**src/hw/rtl/vhp_pkg.sv**
```systemverilog
package vhp_pkg;

  localparam int DATA_BITS          = 8;
  localparam int ADDR_OUT_BITS      = 14;
  localparam int VRAM_ADDR_BITS_DEF = 14;
  localparam int REG_COUNT          = 8;
  localparam int REG_IDX_BITS       = 3;
  localparam int CMD_Q_DEPTH        = 2;
  localparam int OUT_Q_DEPTH        = 4;

  typedef enum logic [1:0] {
    KIND_CTRL  = 2'd0,
    KIND_WRITE = 2'd1,
    KIND_READ  = 2'd2,
    KIND_NONE  = 2'd3
  } kind_t;

  // request handed from the front end to the memory side
  typedef struct packed {
    logic                      mem_we;
    logic                      mem_re;
    logic [ADDR_OUT_BITS-1:0]  mem_addr;
    logic [DATA_BITS-1:0]      wr_data;
    logic                      reg_written;
    logic [REG_IDX_BITS-1:0]   reg_index;
    logic [DATA_BITS-1:0]      reg_value;
    logic [ADDR_OUT_BITS-1:0]  address_now;
  } cmd_t;

  typedef struct packed {
    logic [DATA_BITS-1:0]      read_data;
    logic                      reg_written;
    logic [REG_IDX_BITS-1:0]   reg_index;
    logic [DATA_BITS-1:0]      reg_value;
    logic [ADDR_OUT_BITS-1:0]  address_now;
  } result_t;

endpackage

```
**src/hw/rtl/vhp_front.sv**
```systemverilog
module vhp_front #(
  parameter int VRAM_ADDR_BITS = vhp_pkg::VRAM_ADDR_BITS_DEF
) (
  input  logic                          clk,
  input  logic                          rst_n,
  input  logic                          in_push,
  output logic                          in_full,
  input  logic [1:0]                    in_kind,
  input  logic [vhp_pkg::DATA_BITS-1:0] in_data_byte,
  output logic                          cmd_push,
  output vhp_pkg::cmd_t                 cmd,
  input  logic                          cmd_full
);

  import vhp_pkg::*;

  logic                      second_r, second_nxt;
  logic [DATA_BITS-1:0]      held_r, held_nxt;
  logic [VRAM_ADDR_BITS-1:0] ptr_r, ptr_nxt;
  logic [VRAM_ADDR_BITS-1:0] ptr_inc;
  logic                      accept;
  kind_t                     kind;

  assign kind     = kind_t'(in_kind);
  assign accept   = in_push && !cmd_full;
  assign in_full  = cmd_full;
  assign cmd_push = accept;
  assign ptr_inc  = ptr_r + 1'b1;

  always_comb begin
    second_nxt      = second_r;
    held_nxt        = held_r;
    ptr_nxt         = ptr_r;
    cmd             = '0;
    cmd.mem_addr    = ADDR_OUT_BITS'(ptr_r);
    cmd.wr_data     = in_data_byte;
    unique case (kind)
      KIND_CTRL: begin
        if (!second_r) begin
          held_nxt   = in_data_byte;
          second_nxt = 1'b1;
        end else begin
          second_nxt = 1'b0;
          if (in_data_byte[7]) begin
            cmd.reg_written = 1'b1;
            cmd.reg_index   = in_data_byte[REG_IDX_BITS-1:0] & REG_IDX_BITS'(REG_COUNT - 1);
            cmd.reg_value   = held_r;
          end else begin
            ptr_nxt = VRAM_ADDR_BITS'({in_data_byte[5:0], held_r});
          end
        end
      end
      KIND_WRITE: begin
        second_nxt = 1'b0;
        cmd.mem_we = 1'b1;
        ptr_nxt    = ptr_inc;
      end
      KIND_READ: begin
        second_nxt = 1'b0;
        cmd.mem_re = 1'b1;
        ptr_nxt    = ptr_inc;
      end
      KIND_NONE: begin
      end
    endcase
    cmd.address_now = ADDR_OUT_BITS'(ptr_nxt);
  end

  always_ff @(posedge clk) begin
    if (!rst_n) begin
      second_r <= 1'b0;
      held_r   <= '0;
      ptr_r    <= '0;
    end else if (accept) begin
      second_r <= second_nxt;
      held_r   <= held_nxt;
      ptr_r    <= ptr_nxt;
    end
  end

endmodule

```
**config.mk**
```make
export PLATFORM = sky130hd
export DESIGN_NAME = vhp_front
export DESIGN_NICKNAME = d
export VERILOG_FILES = /design/src/hw/rtl/vhp_pkg.sv /design/src/hw/rtl/vhp_front.sv
export SDC_FILE = /design/constraint.sdc
export NUM_CORES = 1
export LEC_CHECK = 0
export BUFFER_PORTS_ARGS = -buffer_cell sky130_fd_sc_hd__buf_2
export CAP_MARGIN = 10
export CORE_AREA = 2 2 73 75
export CTS_CLUSTER_SIZE = 8
export DETAILED_ROUTE_END_ITERATION = 12
export DIE_AREA = 0 0 75 77
export HOLD_SLACK_MARGIN = 0.12
export PLACE_DENSITY = 0.7
export SYNTH_ARGS = -nofsm -noshare
export SYNTH_HDL_FRONTEND = slang
export SYNTH_SLANG_ARGS = --single-unit
```
**constraint.sdc**
```tcl
create_clock -name clk -period 2.9 [get_ports clk]
set_input_delay 0.58 -clock clk [delete_from_list [all_inputs] [get_ports clk]]
set_output_delay 0.58 -clock clk [all_outputs]
set_load 0.01 [all_outputs]
```
# Word-level counts from Yosys, hierarchy flattened

Cells that the tools add are included.

$add $sub $neg: 1
Reduce and logical (&&, ||, !) cells: 7
Eq/ne operators: 2
Bitwise gates (word level): 1
Mux-type cells: 10

Operators with widths:

| cell                    | count |
|---|---|
| $mux W12                | 3 |
| $mux W14                | 2 |
| $pmux W14 S2            | 1 |
| $add A14 B1 Y14 const B | 1 |
| $mux W1                 | 3 |
| $reduce_and A3 Y1       | 1 |
| $eq A2 B1 Y1 const B    | 1 |
| $eq A2 B2 Y1 const B    | 1 |
| $logic_not A2 Y1        | 1 |
| $pmux W1 S2             | 1 |
| $reduce_and A2 Y1       | 1 |
| $reduce_bool A2 Y1      | 1 |
| $reduce_or A2 Y1        | 1 |
| $logic_and A1 B1 Y1     | 1 |
| $logic_not A1 Y1        | 1 |
| $not A1 Y1              | 1 |

Register bits: 23

# Depth between registers and ports, before layout

Word-level depth: 4
Gate-level depth with buffers: 7
Depth with buffers taken out: 6

# Worst setup path after synthesis

No wires, ideal clock.

Kind: input to output
Start point: in in_kind[0]
End point: out cmd[5] (netlist name)
Arrival: 1.756 ns
Slack: 0.564 ns
Cell stages on the path: 6
Path buffers: 2
Data required time: 2.320 ns
Cells stage by stage: inv_1 ha_1 buf_2 clkbuf_1 o21ai_0 a2bb2oi_1

RTL lines:

| item        | line            | RTL |
|---|---|---|
| from (decl) | vhp_front.sv:8  | `input logic [1:0] in_kind,` |
| to (decl)   | vhp_front.sv:11 | `output vhp_pkg::cmd_t cmd,` |

==> flow_metrics.tcl <==
set metrics [dict create \
    synth_area_sq_um 1910 \
    hold_path_class "flip-flop to flip-flop" \
    clock-sinks 23 \
    crit_end "cmd[12]" \
    layoutNonFillerInstCount 350 \
    finalSetupViolCount 0 \
    drc 0 \
    path_buf_inv 1 \
    vdd.ir_drop.worst_mv 0.214 \
    grt_pass1_wl_mm 8.83 \
    cts_max_path_buffers 2 \
    synth_cell_types 60 \
    postPlaceCellArea_sq_um 2230 \
    reg2reg_depth 5 \
    cts_resized 0 \
    status "finished clean" \
    path_max_fanout 9 \
    cts_tree "done" \
    crit_path_end_kind "output port" \
    yosys_most_used_dff "dfxtp_1" \
    maxCapViolCount 0 \
    io_pins 66 \
    path_delay_family "simple AND/OR/NAND/NOR gates" \
    leakage_nw 0.994 \
    initialDrtViolationCount 100 \
    cts-root-buf "clkbuf_8" \
    n_fill_cell 516 \
    worst_pin_slew_ns 0.516 \
    ys_seq_area_share_pct 24.1 \
    syn_to_final_growth_pct 19.0 \
    hold_viol 0 \
    die-width_microns 75 \
    synth_edf_count 0 \
    r2r-end "ptr_r[12]$_SDFFE_PN0P_" \
    grtUsageTotal_pct 19.2 \
    synth_seq_cells 23 \
    cts_setup_buffers 0 \
    nets 300 \
    avgViaCountPerCell 5.62 \
    yosys_warnings 0 \
    cp.required_ns 2.32 \
    syn_area_per_cell_sq_um 8.29 \
    portBuffers 65 \
    start_kind "flip-flop" \
    powerDensity_nw_per_um2 327 \
    r2r_slack_ns 1.19 \
    finish.utilization_pct 45.8 \
    hold_start "held_r[2]$_SDFFE_PN0P_" \
    slew_violations 0 \
    async_flop_share_pct 0 \
    worstPathCellList "ha_1 > nand3_4 > nor4_2 > a32oi_1 > o221ai_1 > buf_2" \
    ant_nets 0 \
    path_clk_slew_ns 0.08 \
    grt_start_max_net_pins 19 \
    rsz0062_at_grt "false" \
    wl_mm 5.37 \
    min_path_cells 2 \
    core_region_area_sq_um 4980 \
    cts_inserted_buffers 3 \
    grt_overflow 0 \
    h-tree-depth 1 \
    finalCriticalPeriod_ns 2.67 \
    placed_cells 346 \
    skew_ns 0.00206 \
    design_area_sq_um 2280 \
    grt_pass1_vias 1728 \
    drive_gt1_share_pct 33.2 \
    power_w 0.000744 \
    antennaDiodeCount 0 \
    period_share_pct 92.2 \
    setup_tns_ns 0 \
    antenna_found_initial 0 \
    slowest_delay_ns 0.44 \
    cp_slowest_cell "dfxtp_1" \
    dieArea_sq_um 5780 \
    synth_cells 231 \
    cp_data_arrival_time_ns 2.09 \
    initial_core_util_pct 38.5 \
    gp_congestion 0.848 \
    cp_num_cells 6 \
    r2r_start "ptr_r[1]$_SDFFE_PN0P_" \
    cp-startpoint "ptr_r[1]$_SDFFE_PN0P_" \
    worst-setup-path-type "flip-flop to output port" \
    drt-pass1-iter-count 4 \
    placementRows 26 \
    dp_hpwl_mm 4.10 \
    die_h_microns 77 \
    hold_buffers 0 \
    worst_slew_margin_rel_pct 65.5 \
    max_freq_mhz 374 \
    routedWlPerCell_microns 15.3 \
    clock_latency_ns 0.27 \
    syn_nets 250 \
    vias 1966 \
]
-- how the worst min path moves through the flow --
stage	end	slack [ns]
final	held_r[2]$_SDFFE_PN0P_	0.53
after global routing	held_r[2]$_SDFFE_PN0P_	0.56
after CTS	held_r[2]$_SDFFE_PN0P_	0.54
after detailed placement	held_r[2]$_SDFFE_PN0P_	0.52
after global placement	held_r[2]$_SDFFE_PN0P_	0.52
after floorplan	held_r[5]$_SDFFE_PN0P_	0.47
-- kinds of logic after synthesis --
family / after synthesis / synth area share [%]
multiplexers: 20 / 11.2
adder cells (fa/ha/maj): 5 / 3.27
AO/OA/AOI/OAI: 74 / 28.0
buffers and inverters: 42 / 10.8
AND/OR/NAND/NOR: 67 / 22.7
flip-flops: 23 / 24.1
-- sequential cells by signal (all words and copies together) (netlist names) --
signal,count
second_r,1
ptr_r,14
held_r,8
-- stage by stage --
stage / worst slack, ns / hold slack (ns)
after global routing: 0.127 / 0.560
after CTS: 0.227 / 0.542
after detailed placement: 0.237 / 0.522
after floorplan: 0.564 / 0.467
final: 0.227 / 0.527
after global placement: 0.274 / 0.522
-- per-layer routing --
layer,vias up,track usage (%),wire [microns]
met2,88,29.2,2490
met4,0,4.46,92
met3,10,3.29,447
met1,923,28.0,2340
met5,-,0,0
li1,945,-,-
-- where the power goes --
part	internal [W]	total [W]	switching [W]
clock	0.0000985	0.000209	0.000111
combinational	0.0000783	0.000187	0.000109
sequential	0.000327	0.000348	0.0000210
-- cells in the mapped netlist (all sizes together), types with 5 or more instances --
cell	instances	area, sq um
nor2	12	45.0
mux2	11	124
and2	13	81.3
o21ai	14	70.1
ha	5	62.6
nand2	7	26.3
inv	13	48.8
dfxtp	23	460
nor3	7	45.0
mux2i	9	90.1
a21oi	10	50.1
o2bb2ai	5	43.8
buf	17	113
a22oi	5	37.5
clkbuf	11	42.5
nand3	6	47.6
-- worst register-to-register path, stage by stage (launching register included) --
cell and delay, ns:
dfxtp_1 0.44, ha_1 0.29, nand3_4 0.17, nor4_2 0.38, a32oi_1 0.18, o211ai_1 0.18
-- cell usage in the layout (no fill, tap or decap), drive strengths merged, types with 4 or more instances in the layout --
cell type,count
ha,5
a211oi,4
nor3,7
o21a,4
buf,73
mux2,11
mux2i,9
nor2,12
o2bb2ai,5
a31oi,4
o21ai,14
a221oi,4
nand3,6
clkbuf,4
dfxtp,23
inv,13
o211ai,4
and2,13
nand2,7
a22oi,5
nor4,4
a21oi,10
-- final cells by class --
type | count | area [sq um] | area share [%]
Multi-Input combinational cell | 166 | 1250 | 54.7
Sequential cell | 23 | 460 | 20.2
Timing Repair Buffer | 73 | 385 | 16.9
Tap cell | 70 | 87.6 | 3.85
Inverter | 14 | 52.6 | 2.31
Clock buffer | 4 | 45.0 | 1.98
(Power assumes the default switching activity.)
