[src/hw/rtl/vhp_fifo.sv]
module vhp_fifo #(
  parameter int WIDTH = 8,
  parameter int DEPTH = 2
) (
  input  logic                       clk,
  input  logic                       rst_n,
  input  logic                       push,
  input  logic [WIDTH-1:0]           wdata,
  output logic                       full,
  input  logic                       pop,
  output logic [WIDTH-1:0]           rdata,
  output logic                       empty,
  output logic [$clog2(DEPTH):0]     count
);

  localparam int PTR_BITS = $clog2(DEPTH);
  localparam int CNT_BITS = PTR_BITS + 1;

  logic [WIDTH-1:0]    store_r [DEPTH];
  logic [PTR_BITS-1:0] wr_ptr_r, wr_ptr_nxt;
  logic [PTR_BITS-1:0] rd_ptr_r, rd_ptr_nxt;
  logic [CNT_BITS-1:0] count_r, count_nxt;
  logic                do_push, do_pop;

  assign full    = (count_r == CNT_BITS'(DEPTH));
  assign empty   = (count_r == '0);
  assign count   = count_r;
  assign rdata   = store_r[rd_ptr_r];
  assign do_push = push && !full;
  assign do_pop  = pop && !empty;

  always_comb begin
    wr_ptr_nxt = wr_ptr_r;
    rd_ptr_nxt = rd_ptr_r;
    count_nxt  = count_r;
    if (do_push) begin
      wr_ptr_nxt = (wr_ptr_r == PTR_BITS'(DEPTH - 1)) ? '0 : wr_ptr_r + 1'b1;
    end
    if (do_pop) begin
      rd_ptr_nxt = (rd_ptr_r == PTR_BITS'(DEPTH - 1)) ? '0 : rd_ptr_r + 1'b1;
    end
    if (do_push && !do_pop) begin
      count_nxt = count_r + 1'b1;
    end else if (do_pop && !do_push) begin
      count_nxt = count_r - 1'b1;
    end
  end

  always_ff @(posedge clk) begin
    if (!rst_n) begin
      wr_ptr_r <= '0;
      rd_ptr_r <= '0;
      count_r  <= '0;
    end else begin
      wr_ptr_r <= wr_ptr_nxt;
      rd_ptr_r <= rd_ptr_nxt;
      count_r  <= count_nxt;
    end
  end

  always_ff @(posedge clk) begin
    if (do_push) begin
      store_r[wr_ptr_r] <= wdata;
    end
  end

endmodule

[config.mk]
export PLATFORM = sky130hd
export DESIGN_NAME = vhp_fifo
export DESIGN_NICKNAME = d
export VERILOG_FILES = /design/src/hw/rtl/vhp_fifo.sv
export SDC_FILE = /design/constraint.sdc
export NUM_CORES = 1
export LEC_CHECK = 0
export BUFFER_PORTS_ARGS = -buffer_cell sky130_fd_sc_hd__buf_2
export CORE_UTILIZATION = 50
export DETAILED_ROUTE_END_ITERATION = 7
export PLACE_DENSITY = 0.78
export SETUP_SLACK_MARGIN = 0.05
export SLEW_MARGIN = 0
export SYNTH_ARGS = -nofsm -noshare
export SYNTH_HDL_FRONTEND = slang
export SYNTH_SLANG_ARGS = --single-unit
[constraint.sdc]
create_clock -name clk -period 2.55 [get_ports clk]
set_input_delay 0.51 -clock clk [delete_from_list [all_inputs] [get_ports clk]]
set_output_delay 0.51 -clock clk [all_outputs]
set_load 0.01 [all_outputs]
# Word-level counts from Yosys, hierarchy flattened
# Memory sizes are Yosys's and may differ from the RTL's. A register that Yosys moved wholly into a read port is not among the register bits.
# Index checks and enable logic that the tools add are counted.
[word_totals]
register_bits = 4
mem_count = 1
mem_bits_rw = 16
input_bits = 12
word_cells = 27
out_inout_bits = 12
[classes]
eq_ne = 1
mux = 8
reduce_logical = 10
n_addsub = 4
[mem_list]
columns = ["memory", "depth", "word_bits", "read_ports", "rd_clocked_by_memory_dff", "wr", "line", "rtl"]
rows = [
  ["store_r", 2, 8, 1, 1, 1, "19", "logic [WIDTH-1:0] store_r [DEPTH];"],
]
[op_table]
columns = ["op", "count"]
rows = [
  ["1-bit 2-to-1 mux", 6],
  ["1-bit logical AND", 4],
  ["1-bit zero test", 4],
  ["2-bit 2-to-1 mux", 2],
  ["1-bit adder, second input constant", 2],
  ["2-bit by 1-bit adder with 2-bit output, second input constant", 1],
  ["2-bit equality test, second input constant", 1],
  ["2-bit zero test", 1],
  ["2-bit nonzero test", 1],
  ["2-bit by 1-bit subtractor with 2-bit output, second input constant", 1],
]

# Depth between registers and ports, before layout
# Gate-level depths: netlist of run 1.
[logic_depth]
word_depth = 7
mapped_depth = 7
depth_no_buf = 7

# Worst setup path before layout of run 1
# No wires, ideal clock.
[synth_path]
kind = "reg2reg"
startpoint = "register count_r[0] (netlist: count[0])"
endpoint = "register count_r[1] (netlist: count[1])"
arrival_ps = 1480
required_ps = 2480
path_stages_with_launch = 7
path_slack_ps = 1000
cell_sequence = "dfxtp_1 > nand2b_1 > inv_2 > nor2_1 > ha_1 > or3_1 > a21boi_1"
[synth_between]
elab_chain_len = 6
[synth_rtl]
columns = ["item", "line", "rtl"]
rows = [
  ["from (decl)", "22", "logic [CNT_BITS-1:0] count_r, count_nxt;"],
  ["from (signal assigned)", "57", "count_r <= count_nxt;"],
  ["2-bit equality test *", "25", "assign full = (count_r == CNT_BITS'(DEPTH));"],
  ["via full", "9", "output logic full,"],
  ["1-bit zero test *", "29", "assign do_push = push && !full;"],
  ["1-bit logical AND *", "29", ""],
  ["1-bit zero test", "44", "end else if (do_pop && !do_push) begin"],
  ["1-bit logical AND", "44", ""],
  ["2-bit nonzero test (no line)", "--", ""],
]
# Mark *: on every way through the listed nets, which the timed path passes. The rest lies on a longest branch. The select of a mux whose other input is x is not followed.
# A chain may end at the register's enable or synchronous reset.

==> flow_summary.yaml, run 1 <==
synth:
  ys_ff_latch: 21
  yosys_most_used_dff: "edfxtp_1"
  synth.most_common_cell: "edfxtp_1"
  syn_nets: 63
  synth-seq-area-share_pct: 71.72
  synthDistinctLibCells: 20
  synth_edf_count: 16
  yosysWarnings: 0
  yosys.area.top_type: "edfxtp_1"
  synthTopCellsByArea: "edfxtp_1 (59%), dfxtp_1 (12%), mux2_2 (11%)"
  synth_area_per_cell_um2: 16.19
  async_flop_share_pct: 0
  synthCells: 50
  synth_commonest_cells: "edfxtp_1 (16), mux2_2 (8), dfxtp_1 (5), and2_1 (3)"
  syn_area_um2: 809.5
  synth_top_area_share_pct: 59.35
routing:
  final_antenna_net_count: 0
  drt_iter0_markers: 9
  wl_per_cell_um: 13.37
  first_pass_iters: 3
  routed_wirelength_um: 1230
  via_per_inst: 5.087
  remaining_drc_errors: 0
  vias: 468
run:
  cap_violations: 0
placed_design:
  place_area_um2: 939.7
  portBuffers: 23
  dp_hpwl_um: 928.7
  place_congestion: 0.6532
critical_path:
  path_cells: "mux2_2 -> buf_2"
  cpPeakStageDelay_ns: 0.54
  worstPathArrival_ns: 1.35
  r2r_start: "count[0]$_SDFFE_PN0P_"
  worstPathRequired_ns: 2.04
  worstPathMaxFanout: 8
  reg2reg_slack_ns: 0.95
  r2r_cells: 3
  end_kind: "primary output"
  slowest_stage: "dfxtp_1"
  worstSetupPathType: "flop to primary output"
  crit_path_start_kind: "flop"
  r2r_end: "store_r[0][3]$_DFFE_PP_"
sta:
  tightest_slew_ns: 0.7036
  final_max_slew_viol_count: 0
  hold_violations: 0
  fin_crit_sh_pct: 72.97
  rsz0062_at_grt: "no"
  setup_tns_ns: 0
  slew_headroom_pct: 52.84
  setup_viol: 0
  min_period_ns: 1.861
  fmax_ghz: 0.5374
  fin_skew_ns: 0.002139
hold_path:
  hold_end: "store_r[1][6]$_DFFE_PP_"
  hold_depth: 1
  hp-start: "wdata[6]"
  hp-class: "input port to flop"
floorplan:
  initial_utilization_pct: 53.74
  dieArea_mm2: 0.001784
  top_level_ports: 24
  fp.dieH_um: 42.24
  die_w_um: 42.24
  core_mm2: 0.001506
  num_rows: 14
layout:
  synthToLayoutAreaGrowth_pct: 19.47
  antenna_cells: 0
  drive_above_1_share_pct: 48.68
  final_cell_area_um2: 967.2
  nets: 90
clock_tree:
  cts_max_level: 1
  clock_latency_ns: 0.29
  root_buffer: "clkbuf_4"
  postCtsSetupBuffers: 0
  clk_path_buf_depth: 2
  cts_buffers: 3
  cts_resized: 0
  clkTransAtPathRegs_ns: 0.11
  ctsHoldBuffers: 0
  cts_tree: "yes"
  clkSinkCount: 21
grt:
  grt_pass1_wl_um: 1987
  grt_start_max_net_pins: 13
  gr-total-overflow: 0
  antenna_found_initial: 0
  grt_pass1_vias: 450
  grt_use_total_pct: 15.63
power_and_ir_drop:
  p_leak_nw: 0.3916
  cellPowerDensity_mw_per_mm2: 970.2
  power.total_w: 0.0009384
  vdd_drop_max_uv: 528.0
run_status:
  status: "finished clean"
[stage by stage]
stage	hold slack, ns	setup slack [ns]	cells	utilization, %
3_3_place_gp	0.5172	0.9422	88	62.38
2_1_floorplan	0.5386	1.000	50	-
5_1_grt	0.3847	0.6020	92	64.20
6_report	0.3961	0.6892	92	64.20
4_1_cts	0.3842	0.6671	92	64.20
3_5_place_dp	0.5540	0.8710	88	62.38
[power by group]
part / switching, W / leakage (nW) / internal (W) / total (W)
Clock: 0.0000927 / 0.0177 / 0.0000583 / 0.000151
Sequential: 0.0000493 / 0.191 / 0.000437 / 0.000486
Combinational: 0.000145 / 0.183 / 0.000156 / 0.000301
Total: 0.000287 / 0.392 / 0.000651 / 0.000938
[logic make-up after synthesis]
| kind of cell | after synthesis | share of synthesized area, % |
|---|---|---|
| AOI/OAI and AO/OA | 5 | 4.018 |
| and+or+nand+nor | 9 | 6.803 |
| muxes | 8 | 11.13 |
| buffers and inverters | 3 | 1.544 |
| adders and majority gates | 1 | 1.545 |
| DFF | 21 | 71.72 |
| xor gates and xnor gates | 3 | 3.246 |
[critical path: cells and delay by family, from the launching register on]
kind     cells  cell delay, ns
mux          1            0.38
buf+inv      1            0.14
flops        1            0.54
[layer usage]
| metal | track usage [%] | wire length [um] | vias up | part of all wire (%) |
|---|---|---|---|---|
| met5 | 0 | 0 | - | 0 |
| met3 | 3.017 | 48 | 2 | 3.9 |
| met1 | 17.89 | 494 | 220 | 40 |
| met2 | 26.77 | 666 | 11 | 54 |
| li1 | - | - | 235 | - |
| met4 | 9.375 | 20 | 0 | 1.6 |
[how the worst max path moves through the flow]
stage | endpoint | slack [ns] | startpoint | cells after the start
3_5_place_dp | store_r[0][1]$_DFFE_PP_ | 0.87 | push | 3
3_3_place_gp | store_r[0][3]$_DFFE_PP_ | 0.94 | push | 3
2_1_floorplan | count[1]$_SDFFE_PN0P_ | 1.00 | count[0]$_SDFFE_PN0P_ | 6
6_report | rdata[4] | 0.69 | flop | 2
5_1_grt | rdata[2] | 0.60 | flop | 2
4_1_cts | rdata[4] | 0.67 | flop | 2
[flip-flops by register name, indices dropped and copies added, names as in the netlist, named ones only]
register / flops
wr_ptr_r: 1
store_r: 16
count: 2
rd_ptr_r: 1
[area by class of cell]
cell class / count / area [um2]
repair buffers: 23 / 115.1
clock buffers: 3 / 22.52
well taps: 16 / 20.02
flip-flops and latches: 21 / 580.6
multi-input cells: 26 / 216.5
inverters: 2 / 7.507
clock inverters: 1 / 5.005
fillers: 106 / 539.3
[cell usage in the layout, fill, tap and decap left out]
master	Yosys	routed
xor2_1	1	1
inv_1	1	1
edfxtp_1	16	16
clkbuf_4	0	3
dfxtp_1	5	5
and2_1	3	3
nor3_2	1	1
and3_1	1	1
xnor2_1	2	2
a21boi_1	1	1
inv_2	1	1
a21boi_0	1	1
nor2_1	2	2
nand2b_1	1	1
o21ai_1	1	1
mux2_2	8	8
or3_1	1	1
clkinv_2	0	1
o21ai_0	1	1
buf_2	1	23
ha_1	1	1
o21a_1	1	1
Note: power is estimated with default switching activity, not from simulation.
==> run 2: changes to the inputs <==
--- a/config.mk
+++ b/config.mk
@@ -5,10 +5,12 @@
 export SDC_FILE = /design/constraint.sdc
 export NUM_CORES = 1
 export LEC_CHECK = 0
+export ABC_AREA = 1
 export BUFFER_PORTS_ARGS = -buffer_cell sky130_fd_sc_hd__buf_2
-export CORE_UTILIZATION = 50
+export CORE_ASPECT_RATIO = 1.25
+export CORE_UTILIZATION = 44
 export DETAILED_ROUTE_END_ITERATION = 7
-export PLACE_DENSITY = 0.78
+export PLACE_DENSITY = 0.72
 export SETUP_SLACK_MARGIN = 0.05
 export SLEW_MARGIN = 0
 export SYNTH_ARGS = -nofsm -noshare
==> constraint.sdc (replaced) <==
create_clock -name clk -period 1.5 [get_ports clk]
set_input_delay 0.3 -clock clk [delete_from_list [all_inputs] [get_ports clk]]
set_output_delay 0.3 -clock clk [all_outputs]
set_load 0.01 [all_outputs]
==> run 2 against run 1 <==
- hold slack got worse by 0.21 ns
- clock power increased by 72%
- non-clock buffer count increased by 4
- core utilization decreased by 1.2 points
- cell area increased by 15%
- setup slack got worse by 0.68 ns
- flip-flop and latch count unchanged
- cell count increased by 22%
- synthesized area increased by 1.7%
- routed wire length increased by 9.8%
- combinational power increased by 130%
- largest cell class unchanged
==> flow_summary.yaml, run 2 <==
floorplan:
  fp.dieH_um: 50.36
  core_mm2: 0.001765
  dieArea_mm2: 0.002049
  initial_utilization_pct: 46.63
  top_level_ports: 24
  die_w_um: 40.69
  num_rows: 17
layout:
  final_cell_mix: "edfxtp_1 (16), buf_2 (15), nor2_1 (10)"
  nFillCells: 146
  multi_input_area_um2: 246.5
  post-route-util_pct: 63.01
  regArea_um2: 586.8
  nets: 107
  antenna_cells: 0
  synthToLayoutAreaGrowth_pct: 35.11
  drive_above_1_share_pct: 49.46
  largest_register_ffs: 16
  regMostFlops: "store_r"
  final_cell_area_mm2: 0.001112
  final_common_cell: "edfxtp_1"
sta:
  fin_crit_sh_pct: 99.35
  rsz0062_at_grt: "yes"
  setup_viol: 0
  setup_tns_ns: 0
  slew_headroom_pct: 88.10
  tightest_slew_ns: 0.1778
  final_max_slew_viol_count: 0
  min_period_ns: 1.490
  fmax_ghz: 0.6710
  hold_slack_ns: 0.1862
  hold_violations: 0
  fin_skew_ns: 0.001601
routing:
  top_layer: "met4"
  vias: 543
  final_antenna_net_count: 0
  drt_iter0_markers: 9
  met3_length_um: 70
  remaining_drc_errors: 0
  via_per_inst: 4.848
  first_pass_iters: 4
  drt-met1-wl_um: 559
  wl_met2_um: 684
  routed_wirelength_um: 1350
  wl_per_cell_um: 12.05
clock_tree:
  clkSinkCount: 21
  clk_path_buf_depth: 2
  cts_tree: "yes"
  clock_latency_ns: 0.30
  cts_max_level: 1
  root_buffer: "clkbuf_4"
  cts_buffers: 3
  clkTransAtPathRegs_ns: 0.10
synth:
  synth_commonest_cells: "edfxtp_1 (16), nor2_1 (10), inv_1 (8), mux2_2 (8), nand2_1 (6)"
  async_flop_share_pct: 0
  synth_fa_ha_area_share_pct: 1.520
  synth_top_family_by_area: "multiplexers"
  yosys.area.top_type: "edfxtp_1"
  synth_area_per_cell_um2: 13.07
  yosys_most_used_dff: "edfxtp_1"
  synth.most_common_cell: "edfxtp_1"
  synthCells: 63
  syn_area_um2: 823.3
  synth_top_area_share_pct: 58.36
  synth_edf_count: 16
  synth-seq-area-share_pct: 70.52
  synth_mux_area_share_pct: 10.94
  yosysWarnings: 0
  syn_nets: 76
  synthTopCellsByArea: "edfxtp_1 (58%), dfxtp_1 (12%), mux2_2 (11%)"
  synthDistinctLibCells: 15
  synth_compound_area_share_pct: 2.888
  synthSimpleGateAreaFrac_pct: 9.422
  synth-xor-area-share_pct: 0
  ys_ff_latch: 21
power_and_ir_drop:
  swShare_pct: 31.26
  comb_power_share_pct: 38.7
  power.switching_w: 0.0005597
  vdd_drop_max_uv: 899.9
  p_int_w: 0.001231
  cellPowerDensity_mw_per_mm2: 1610
  p_leak_nw: 0.4832
  seqPwrFrac_pct: 46.8
  clkPwrFrac_pct: 14.5
  power.total_w: 0.001790
critical_path:
  r2r_cells: 9
  worstPathArrival_ns: 1.19
  reg2reg_slack_ns: 0.16
  worstSetupPathType: "flop to primary output"
  worstPathRequired_ns: 1.20
  r2r_end: "count[1]$_SDFFE_PN0P_"
  crit_path_start_kind: "flop"
  worstPathMaxFanout: 8
  end_kind: "primary output"
  r2r_start: "count[1]$_SDFFE_PN0P_"
hold_path:
  hp-class: "input port to flop"
  hold_depth: 1
  hold_end: "store_r[0][5]$_DFFE_PP_"
  hp-start: "wdata[5]"
grt:
  grt_pass1_vias: 513
  grt_use_total_pct: 15.18
  gr-total-overflow: 0
  grt_pass1_wl_um: 2028
  antenna_found_initial: 0
  grt_start_max_net_pins: 12
placed_design:
  dp_hpwl_um: 920.5
  place_congestion: 0.6524
  place_area_um2: 972.2
  portBuffers: 23
run:
  cap_violations: 0
run_status:
  status: "finished clean"
==> run 2: cell types whose count changed in the layout (fill, tap and decap cells not counted), sizes merged, moves of 2 or more <==
cell    before  now
nor2         2   11
inv          2    9
nand2        0    6
buf         23   27
and2         3    0
a21boi       2    0
xnor2        2    0
==> run 2: power by group through the flow <==
stage / Sequential (W) / Clock, W / Combinational, W
after floorplan: 0.000810 / 0 / 0.000350
after global routing: 0.000854 / 0.000299 / 0.000770
final: 0.000839 / 0.000260 / 0.000692
after global placement: 0.000825 / 0 / 0.000504
after detailed placement: 0.000830 / 0 / 0.000521
after CTS: 0.000838 / 0.000274 / 0.000641
==> run 2: critical path, stage by stage (launching register included) <==
cell,delay [ns]
dfxtp_4,0.45
mux2_4,0.32
buf_6,0.12
==> run 2: cells by family (layout without fill, tap and decap cells) <==
kind of cell,Yosys count,in the layout
flops,21,21
compound gates,4,4
buf+inv,10,40
simple gates,19,19
mux,8,8
fa+ha+maj,1,1
==> run 2: through the flow <==
step	worst slack (ns)	cells
floorplan	0.07898	63
global placement	0.1417	106
detailed placement	0.06735	106
CTS	-0.01133	110
global route	-0.04790	112
finish	0.009786	112
==> run 2: worst max-delay path by stage <==
stage,from,endpoint,cells past startpoint
floorplan,count[0]$_SDFFE_PN0P_,count[1]$_SDFFE_PN0P_,9
global placement,count[0]$_SDFFE_PN0P_,count[1]$_SDFFE_PN0P_,9
detailed placement,count[0]$_SDFFE_PN0P_,count[1]$_SDFFE_PN0P_,9
CTS,flop,rdata[5],2
global route,flop,rdata[5],2
finish,flop,rdata[5],2
==> run 2: metal layers <==
layer | track usage [%] | up-vias
met1 | 16.17 | 247
met5 | 0 | -
met2 | 24.60 | 19
met4 | 10.00 | 0
met3 | 3.982 | 5
li1 | - | 272
==> run 2: cell type report <==
class	instances	area share, %
flip-flops and latches	21	52.76
inverters	9	3.037
clock buffers	4	2.362
multi-input cells	32	22.16
well taps	19	2.137
repair buffers	27	17.55
==> run 2: repair_timing <==
| item | 4_1_cts | 5_1_grt |
|---|---|---|
| setup buffers | 0 | 2 |
| pin swaps | 0 | 1 |
| setup endpoints to repair | 9 | 10 |
| gates resized for setup | 19 | 4 |
| hold buffers | 0 | 0 |
| cloned | 0 | 0 |
| hold endpoints to repair | 0 | 0 |
==> run 3: changes to the inputs <==
==> config.mk (replaced) <==
export PLATFORM = sky130hd
export DESIGN_NAME = vhp_fifo
export DESIGN_NICKNAME = d
export VERILOG_FILES = /design/src/hw/rtl/vhp_fifo.sv
export SDC_FILE = /design/constraint.sdc
export NUM_CORES = 1
export LEC_CHECK = 0
export ABC_AREA = 1
export CORE_ASPECT_RATIO = 1.25
export CORE_UTILIZATION = 50
export CTS_BUF_LIST = sky130_fd_sc_hd__clkbuf_4
export DETAILED_ROUTE_END_ITERATION = 7
export DONT_BUFFER_PORTS = 1
export PLACE_DENSITY = 0.68
export SETUP_SLACK_MARGIN = 0.05
export SYNTH_ARGS = -nofsm -noshare
export SYNTH_HDL_FRONTEND = slang
export SYNTH_SLANG_ARGS = --single-unit
==> run 3 against run 2 <==
- clock power fell by 2%
- die area fell by 11%
- sequential power fell by 2.5%
- register-to-register slack got worse by 0.06 ns
- cell count fell by 22%
- core utilization fell by 4.0 points
- flip-flop and latch count did not move
- global-route usage rose by 0.11 points
- hold slack got worse by 0.093 ns
- highest routed layer unchanged
==> flow_summary.yaml, run 3 (same netlist as run 2, synthesis figures left out) <==
routing:
  wl_per_cell_um: 14.01
  remaining_drc_errors: 0
  vias: 452
  drt_iter0_markers: 5
  routed_wirelength_um: 1219
  first_pass_iters: 4
  via_per_inst: 5.195
  final_antenna_net_count: 0
run_status:
  status: "finished clean"
sta:
  fin_crit_sh_pct: 94.15
  fmax_ghz: 0.7081
  final_max_slew_viol_count: 0
  setup_tns_ns: 0
  fin_skew_ns: 0.006278
  min_period_ns: 1.412
  hold_violations: 0
  setup_viol: 0
  rsz0062_at_grt: "yes"
  tightest_slew_ns: 0.6539
  slew_headroom_pct: 56.25
grt:
  grt_start_max_net_pins: 13
  gr-total-overflow: 0
  antenna_found_initial: 0
  grt_pass1_wl_um: 1794
  grt_pass1_vias: 416
  grt_use_total_pct: 15.29
critical_path:
  crit_cells: 1
  r2r_start: "count[0]$_SDFFE_PN0P_"
  worstSetupPathType: "flop to primary output"
  reg2reg_slack_ns: 0.10
  crit_path_start_kind: "flop"
  r2r_cells: 2
  r2r_end: "store_r[0][4]$_DFFE_PP_"
  worstPathArrival_ns: 1.11
  end_kind: "primary output"
  path_cells: "mux2_2"
  crit_buf_inv: 0
  worstPathRequired_ns: 1.20
  cpPeakStageDelay_ns: 0.43
  worstPathMaxFanout: 8
  crit_family: "flip-flops"
  slowest_stage: "dfxtp_4"
floorplan:
  initial_utilization_pct: 52.72
  core_mm2: 0.001562
  dieArea_mm2: 0.001814
  fp.dieH_um: 47.37
  top_level_ports: 24
  die_w_um: 38.30
  num_rows: 16
layout:
  drive_above_1_share_pct: 33.33
  regMostFlops: "store_r"
  final_common_cell: "edfxtp_1"
  final_cell_mix: "edfxtp_1 (16), inv_1 (8), nor2_1 (8)"
  antenna_cells: 0
  largest_register_ffs: 16
  synthToLayoutAreaGrowth_pct: 11.85
  nets: 83
  nFillCells: 132
hold_path:
  hp-start: "wdata[1]"
  hp-class: "input port to flop"
  hold_depth: 0
  hold_end: "store_r[1][1]$_DFFE_PP_"
clock_tree:
  clkSinkCount: 21
  cts_tree: "yes"
  cts_buffers: 3
  clkTransAtPathRegs_ns: 0.11
  ctsHoldBuffers: 0
  clock_latency_ns: 0.29
  root_buffer: "clkbuf_4"
  postCtsSetupBuffers: 0
  clk_path_buf_depth: 2
  cts_max_level: 1
placed_design:
  portBuffers: 0
  place_congestion: 0.6543
  dp_hpwl_um: 919.1
power_and_ir_drop:
  vdd_drop_max_uv: 1141
  p_leak_nw: 0.3508
  power.total_w: 0.001580
  cellPowerDensity_mw_per_mm2: 1716
run:
  cap_violations: 0
==> run 3: how the worst max path moves through the flow <==
stage,to,slack (ns),startpoint
final,rdata[3],0.09,flop
after global placement,count[1]$_SDFFE_PN0P_,0.11,count[1]$_SDFFE_PN0P_
after floorplan,count[1]$_SDFFE_PN0P_,0.08,count[0]$_SDFFE_PN0P_
after detailed placement,store_r[1][6]$_DFFE_PP_,0.11,count[0]$_SDFFE_PN0P_
after global routing,count[1]$_SDFFE_PN0P_,0.03,count[1]$_SDFFE_PN0P_
after CTS,empty,0.08,count[1]$_SDFFE_PN0P_
==> run 3: per-layer routing <==
metal | routed length (um) | up-vias | global-route usage [%] | share of wire, %
met5 | 0 | - | 0 | 0
met4 | 13 | 0 | 10.71 | 1.1
met3 | 77 | 2 | 4.265 | 6.3
met2 | 673 | 15 | 26.10 | 55
met1 | 454 | 208 | 16.14 | 37
li1 | - | 227 | - | -
==> run 3: final cells by class <==
class	instances	area, um2	share of cell area (%)
repair buffers	3	22.52	2.446
flip-flops and latches	21	585.6	63.59
inverters	9	33.78	3.668
clock inverters	1	5.005	0.5435
multi-input cells	32	229.0	24.86
clock buffers	3	22.52	2.446
well taps	18	22.52	2.446
==> run 3: power breakdown <==
group / switching, W / internal, W / leakage [nW]
Sequential: 0.0000675 / 0.000750 / 0.192
Combinational: 0.000289 / 0.000220 / 0.141
Clock: 0.000154 / 0.0000991 / 0.0177
Total: 0.000511 / 0.00107 / 0.351
==> run 3: per-stage QoR <==
step | hold WS (ns) | instances | area [um2] | util [%] | setup slack [ns]
detailed placement | 0.3990 | 83 | 863.3 | 55.29 | 0.1100
CTS | 0.08976 | 87 | 894.6 | 57.29 | 0.08343
global placement | 0.3990 | 83 | 863.3 | 55.29 | 0.1131
floorplan | 0.3989 | 63 | 823.3 | - | 0.07898
finish | 0.09298 | 87 | 920.9 | 58.97 | 0.08773
global route | 0.06681 | 87 | 920.9 | 58.97 | 0.02725
==> run 3: worst reg2reg max path, stage by stage (launching register included) <==
cell and delay [ns]:
dfxtp_1 0.42, o21ai_2 0.11, nor2_1 0.51
==> run 3: timing repair <==
item | CTS | global route
endpoints found under the setup margin | 8 | 12
pin swaps | 0 | 1
gates resized for setup | 2 | 6
